## src/pidl_pkg.sv

```systemverilog
// ----------------------------------------------------------------------------
// pidl_pkg
// Types and constants shared by the positional insert/delete list.
// ----------------------------------------------------------------------------
package pidl_pkg;

    localparam int KIND_W  = 2;
    localparam int POS_W   = 7;
    localparam int ELEM_W  = 32;
    localparam int STAT_W  = 2;
    localparam int COUNT_W = 7;

    typedef enum logic [KIND_W-1:0] {
        KIND_INSERT = 2'd0,
        KIND_DELETE = 2'd1,
        KIND_READ   = 2'd2
    } t_kind;

    typedef enum logic [STAT_W-1:0] {
        STAT_OK     = 2'd0,
        STAT_FULL   = 2'd1,
        STAT_EMPTY  = 2'd2,
        STAT_BADPOS = 2'd3
    } t_status;

    typedef enum logic [1:0] {
        OP_HOLD   = 2'd0,
        OP_INSERT = 2'd1,
        OP_DELETE = 2'd2,
        OP_ROTATE = 2'd3
    } t_cell_op;

    typedef enum logic {
        ST_IDLE = 1'b0,
        ST_READ = 1'b1
    } t_state;

    typedef struct packed {
        t_cell_op                  op;
        logic [POS_W-1:0]          pos;
        logic [COUNT_W-1:0]        count_m1;
        logic signed [ELEM_W-1:0]  elem;
    } t_cell_ctrl;

endpackage

```

## src/pidl_cell.sv

```systemverilog
// ----------------------------------------------------------------------------
// pidl_cell
// One list slot: holds a word and on shifts takes it from a neighbor, the new element or the head cell.
// ----------------------------------------------------------------------------
module pidl_cell #(
    parameter int IDX = 0
) (
    input  logic                               i_clk,
    input  pidl_pkg::t_cell_ctrl               i_ctrl,
    input  logic signed [pidl_pkg::ELEM_W-1:0] i_left,
    input  logic signed [pidl_pkg::ELEM_W-1:0] i_right,
    input  logic signed [pidl_pkg::ELEM_W-1:0] i_head,
    output logic signed [pidl_pkg::ELEM_W-1:0] o_data
);

    localparam logic [pidl_pkg::POS_W-1:0] IDX_P = pidl_pkg::POS_W'(IDX);

    logic signed [pidl_pkg::ELEM_W-1:0] r_data;
    logic signed [pidl_pkg::ELEM_W-1:0] n_data;

    always_comb begin
        n_data = r_data;
        case (i_ctrl.op)
            pidl_pkg::OP_INSERT: begin
                if (IDX_P == i_ctrl.pos) begin
                    n_data = i_ctrl.elem;
                end else if (IDX_P > i_ctrl.pos) begin
                    n_data = i_left;
                end
            end
            pidl_pkg::OP_DELETE: begin
                if (IDX_P >= i_ctrl.pos) begin
                    n_data = i_right;
                end
            end
            pidl_pkg::OP_ROTATE: begin
                if (IDX_P == i_ctrl.count_m1) begin
                    n_data = i_head;
                end else if (IDX_P < i_ctrl.count_m1) begin
                    n_data = i_right;
                end
            end
            default: begin
                n_data = r_data;
            end
        endcase
    end

    always_ff @(posedge i_clk) begin
        r_data <= n_data;
    end

    assign o_data = r_data;

endmodule

```

## config.mk

```make
export PLATFORM = sky130hd
export DESIGN_NAME = pidl_cell
export DESIGN_NICKNAME = d
export VERILOG_FILES = /design/src/pidl_pkg.sv /design/src/pidl_cell.sv
export SDC_FILE = /design/constraint.sdc
export NUM_CORES = 1
export LEC_CHECK = 0
export BUFFER_PORTS_ARGS = -buffer_cell sky130_fd_sc_hd__buf_2
export CORE_MARGIN = 1
export CORE_UTILIZATION = 35
export DETAILED_ROUTE_END_ITERATION = 10
export PLACE_DENSITY_LB_ADDON = 0.08
export RECOVER_POWER = 50
export SYNTH_ARGS = -nofsm -noshare
export SYNTH_HDL_FRONTEND = slang
export SYNTH_SLANG_ARGS = --single-unit
```

## constraint.sdc

```tcl
create_clock -name i_clk -period 4.4 [get_ports i_clk]
set_clock_uncertainty 0.05 [all_clocks]
set_input_delay 1.1 -clock i_clk [delete_from_list [all_inputs] [get_ports i_clk]]
set_output_delay 1.1 -clock i_clk [all_outputs]
set_load 0.01 [all_outputs]
```

**Word level (Yosys, flattened, before mapping)**

Cells that the tools add are included.

- Logic and storage cells: 20
- Register bits after elaboration: 32

- Eq/ne operators: 6
- Mux-type cells: 6
- $lt $le $gt $ge: 3
- Reduce and logical (&&, ||, !) cells: 4

Operators by type and width:

| kind | count |
|---|---|
| 32-bit two-way mux | 5 |
| 32-bit case mux with 3 select lines | 1 |
| 7-bit logical NOT | 2 |
| 1-bit by 7-bit greater-or-equal comparator with 1-bit output, first input constant | 1 |
| 1-bit by 7-bit > comparator with 1-bit output, first input constant | 1 |
| 1-bit by 7-bit less-than comparator with 1-bit output, first input constant | 1 |
| 3-bit inequality test, second input constant | 2 |
| 2-bit equality test, second input constant | 2 |
| 4-bit AND reduction | 1 |
| 3-bit nonzero test | 1 |
| 2-bit by 1-bit equality test with 1-bit output, second input constant | 1 |
| 2-bit inequality test, second input constant | 1 |

**Longest topological paths before layout**

- Depth in word-level cells: 4
- Gate-level depth with buffers: 5
- Mapped depth without buffers: 3

**Worst setup path before layout**

OpenSTA, ideal clock, no wires.

- Path type: input -> register
- Start: in i_ctrl[42] (netlist name)
- End: reg r_data (netlist bit o_data[0]) (enable)
- Stages: 5
- Data required time: 3.957 ns
- Slack: 1.118 ns
- Arrival: 2.839 ns
- Buffers on the path: 2
- Library setup time: 0.393 ns
- Cells stage by stage: nor4_4 -> and2_0 -> clkbuf_1 -> buf_2 -> maj3_1

- Word-level cells in the longest chain between the ends: 3
- Elaborated cells on any way between the ends: 6
- Classes of those cells: order compare (2); eq/ne (2); reduce/logical (2)

Ends and longest elaborated chain:

| what | RTL line | RTL |
|---|---|---|
| start: declaration | pidl_cell.sv:9 | `input pidl_pkg::t_cell_ctrl i_ctrl,` |
| 1-bit by 7-bit > comparator with 1-bit output (tied with other cells) | pidl_cell.sv:27 | `end else if (IDX_P > i_ctrl.pos) begin` |
| 3-bit inequality test (no line) or 2-bit inequality test (tied branches) | - |  |
| 4-bit AND reduction (no line) (*) | - |  |
| end signal: assignment | pidl_cell.sv:50 | `r_data <= n_data;` |
| end: declaration | pidl_cell.sv:18 | `logic signed [pidl_pkg::ELEM_W-1:0] r_data;` |

Every way passes the cells marked *; elsewhere a longest branch is shown, timed or not.
A chain may end at the register's enable or synchronous reset.

**Worst setup path after layout**

- Start: in i_ctrl[42] (netlist name)
- End: reg r_data (netlist bit o_data[29]) (enable)

Same word-level chain as after synthesis.

==> results.json <==
{
  "design.core.area_um2": 7730,
  "setup_violations": 0,
  "pwr_density_cell_nw_per_um2": 218,
  "critPathKind": "primary input to flop",
  "largest_reg_flops": 32,
  "finalNetCount": 567,
  "antenna_found_initial": 0,
  "p_sw_mw": 0.230,
  "final_layout_size_suffix_gt1_share_pct": 45.9,
  "die_w_um": 91.3,
  "vias": 2907,
  "p_seq_share_pct": 46.4,
  "grt.met1_usage_pct": 27.4,
  "end_kind": "flop",
  "ctsResizeCount": 0,
  "numCtsBuffers": 5,
  "fin_ws_ns": 1.15,
  "gp_congestion": 0.765,
  "grt_max_degree": 71,
  "grt_pass1_vias": 2924,
  "grt_pass1_wl_um": 14700,
  "htreeDepth": 2,
  "fp.dieH_um": 91.3,
  "final_cell_count_no_fill": 525,
  "maxCapViolCount": 1,
  "diodes": 0,
  "drtAntennaViolNets": 0,
  "synth_area_per_cell_um2": 10.3,
  "p_comb_share_pct": 26.0,
  "port_buffers": 176,
  "postCtsSetupBuffers": 0,
  "synth_area_um2": 2790,
  "via_per_inst": 5.54,
  "dp_hpwl_um": 6030,
  "violations": "max-capacitance violations, max-slew violations",
  "drc_errors": 0,
  "drt_iter0_markers": 151,
  "syn_nets": 415,
  "cts-root-buf": "clkbuf_8",
  "cp-start-kind": "primary input",
  "use_met2_pct": 40.5,
  "hold_violations": 0,
  "yosysSeqAreaShare_pct": 34.4,
  "synthCells": 270,
  "hp-class": "primary input to flop",
  "critPathRequiredTime_ns": 4.23,
  "crit_path_top_delay_cell": "maj3_1",
  "synth-seq-cells": 32,
  "clockBufferDepth": 2,
  "ys_warn_count": 0,
  "outcome": "finished, violations left",
  "p_leak_nw": 1.35,
  "tns_ns": 0,
  "layout-area-overhead-vs-synth_pct": 31.8,
  "slowest_delay_ns": 1.28,
  "multi_input_area_um2": 1620,
  "area.sequential_um2": 961,
  "avgRoutedWirePerCell_um": 18.0,
  "top_usage_layer": "met2",
  "rsz0062_at_grt": "no",
  "ios": 177,
  "drt_pass1_iterations": 4,
  "crit_arrival_ns": 3.08,
  "fin_crit_sh_pct": 73.9,
  "internal-power_mw": 0.571,
  "die_area_um2": 8340,
  "worst_slew_pin_slew_ns": 1.62,
  "start_util_pct": 36.1,
  "slew_violations": 33,
  "crit_fanout": 32,
  "path_clk_slew_ns": 0.07,
  "clock_sinks": 32,
  "grt-ovfl-total": 0,
  "cts_hold_buf": 0,
  "dp_slack_ns": 1.29,
  "synth_cell_types": 22,
  "grt_use_met3_pct": 5.19,
  "track_usage_pct": 22.8,
  "cts_tree": "yes",
  "clkPwrFrac_pct": 27.6,
  "crit_chain": "buf_2, nor4_1, and2_0, maj3_1",
  "whs_ns": 1.18,
  "p_sw_share_pct": 28.7,
  "num_rows": 32,
  "peakVddDrop_uv": 98.2,
  "final.min_clock_period_ns": 3.25,
  "fmax_ghz": 0.307,
  "dp.cells": 517,
  "fillCellCount": 802,
  "drt-total-wl_um": 9440,
  "relSlewSlack_pct": -8.24
}
==> worst paths after layout <==
kind | from | to | cells past startpoint
max | i_ctrl[42] | o_data[29] | 4
min | i_ctrl[28] | o_data[28] | 3
==> critical path, delay by kind of cell <==
kind	cells	cell delay, ns
simple gates	2	0.58
buf+inv	1	0.10
fa+ha+maj	1	1.28
==> layout make-up <==
| type | count | share of cell area, % |
|---|---|---|
| multi-input cells | 200 | 44.0 |
| flip-flops and latches | 32 | 26.1 |
| repair buffers | 183 | 24.3 |
| well taps | 102 | 3.47 |
| clock buffers | 7 | 2.07 |
| clock inverters | 1 | 0.102 |
==> cell usage in the layout (no fill, tap or decap), drive strengths merged, types with 2 or more instances in the layout <==
cell     synthesis  final
nor4b           33     33
buf             19    150
edfxtp          32     32
a211oi          32     32
a2111oi         32     32
nor2            32     32
nand2b          32     32
clkbuf          19     40
nor4             2      2
a21oi           32     32
==> per-layer routing <==
layer	vias up	share of wire, %
met1	1374	42
met3	15	7.1
met2	134	50
met4	0	1.4
met5	-	0
li1	1384	-
==> cells by family after synthesis <==
kind of cell,Yosys count,synth area share (%)
AO/OA/AOI/OAI,96,26.5
adder cells (fa/ha/maj),1,0.359
buffers and inverters,38,7.04
flip-flops,32,34.4
AND/OR/NAND/NOR,103,31.6
==> metrics by stage <==
| stage | area, µm² | utilization, % | total power, mW |
|---|---|---|---|
| finish | 3680 | 47.6 | 0.801 |
| global route | 3680 | 47.6 | 0.845 |
| CTS | 3760 | 48.7 | 0.818 |
| detailed placement | 3680 | 47.7 | 0.594 |
| global placement | 3680 | 47.7 | 0.593 |
| floorplan | 2790 | - | 0.484 |
==> Yosys cell counts <==
cell       instances  area [µm²]
a2111oi_0         12         105
a2111oi_1         13         130
a2111oi_2          7         105
a211oi_1          32         240
a21oi_1           32         160
and2_0             1        6.26
buf_2             13        65.1
buf_4              2        15.0
buf_6              4        45.0
clkbuf_1          19        71.3
edfxtp_1          32         961
maj3_1             1        10.0
nand2b_1          32         200
nor2_1            32         120
nor3_2             1        10.0
nor4_2             1        12.5
nor4_4             1        21.3
nor4b_1            2        17.5
nor4b_2           30         450
nor4b_4            1        23.8
or4_4              1        11.3
or4b_1             1        10.0
==> power by group through the flow <==
stage          Combinational (mW)  Clock (mW)  Sequential (mW)
6_report                    0.208       0.221            0.372
5_1_grt                     0.229       0.243            0.374
4_1_cts                     0.218       0.230            0.371
3_5_place_dp                0.217           0            0.377
3_3_place_gp                0.216           0            0.377
2_1_floorplan              0.0936           0            0.390
(Power assumes the default switching activity.)
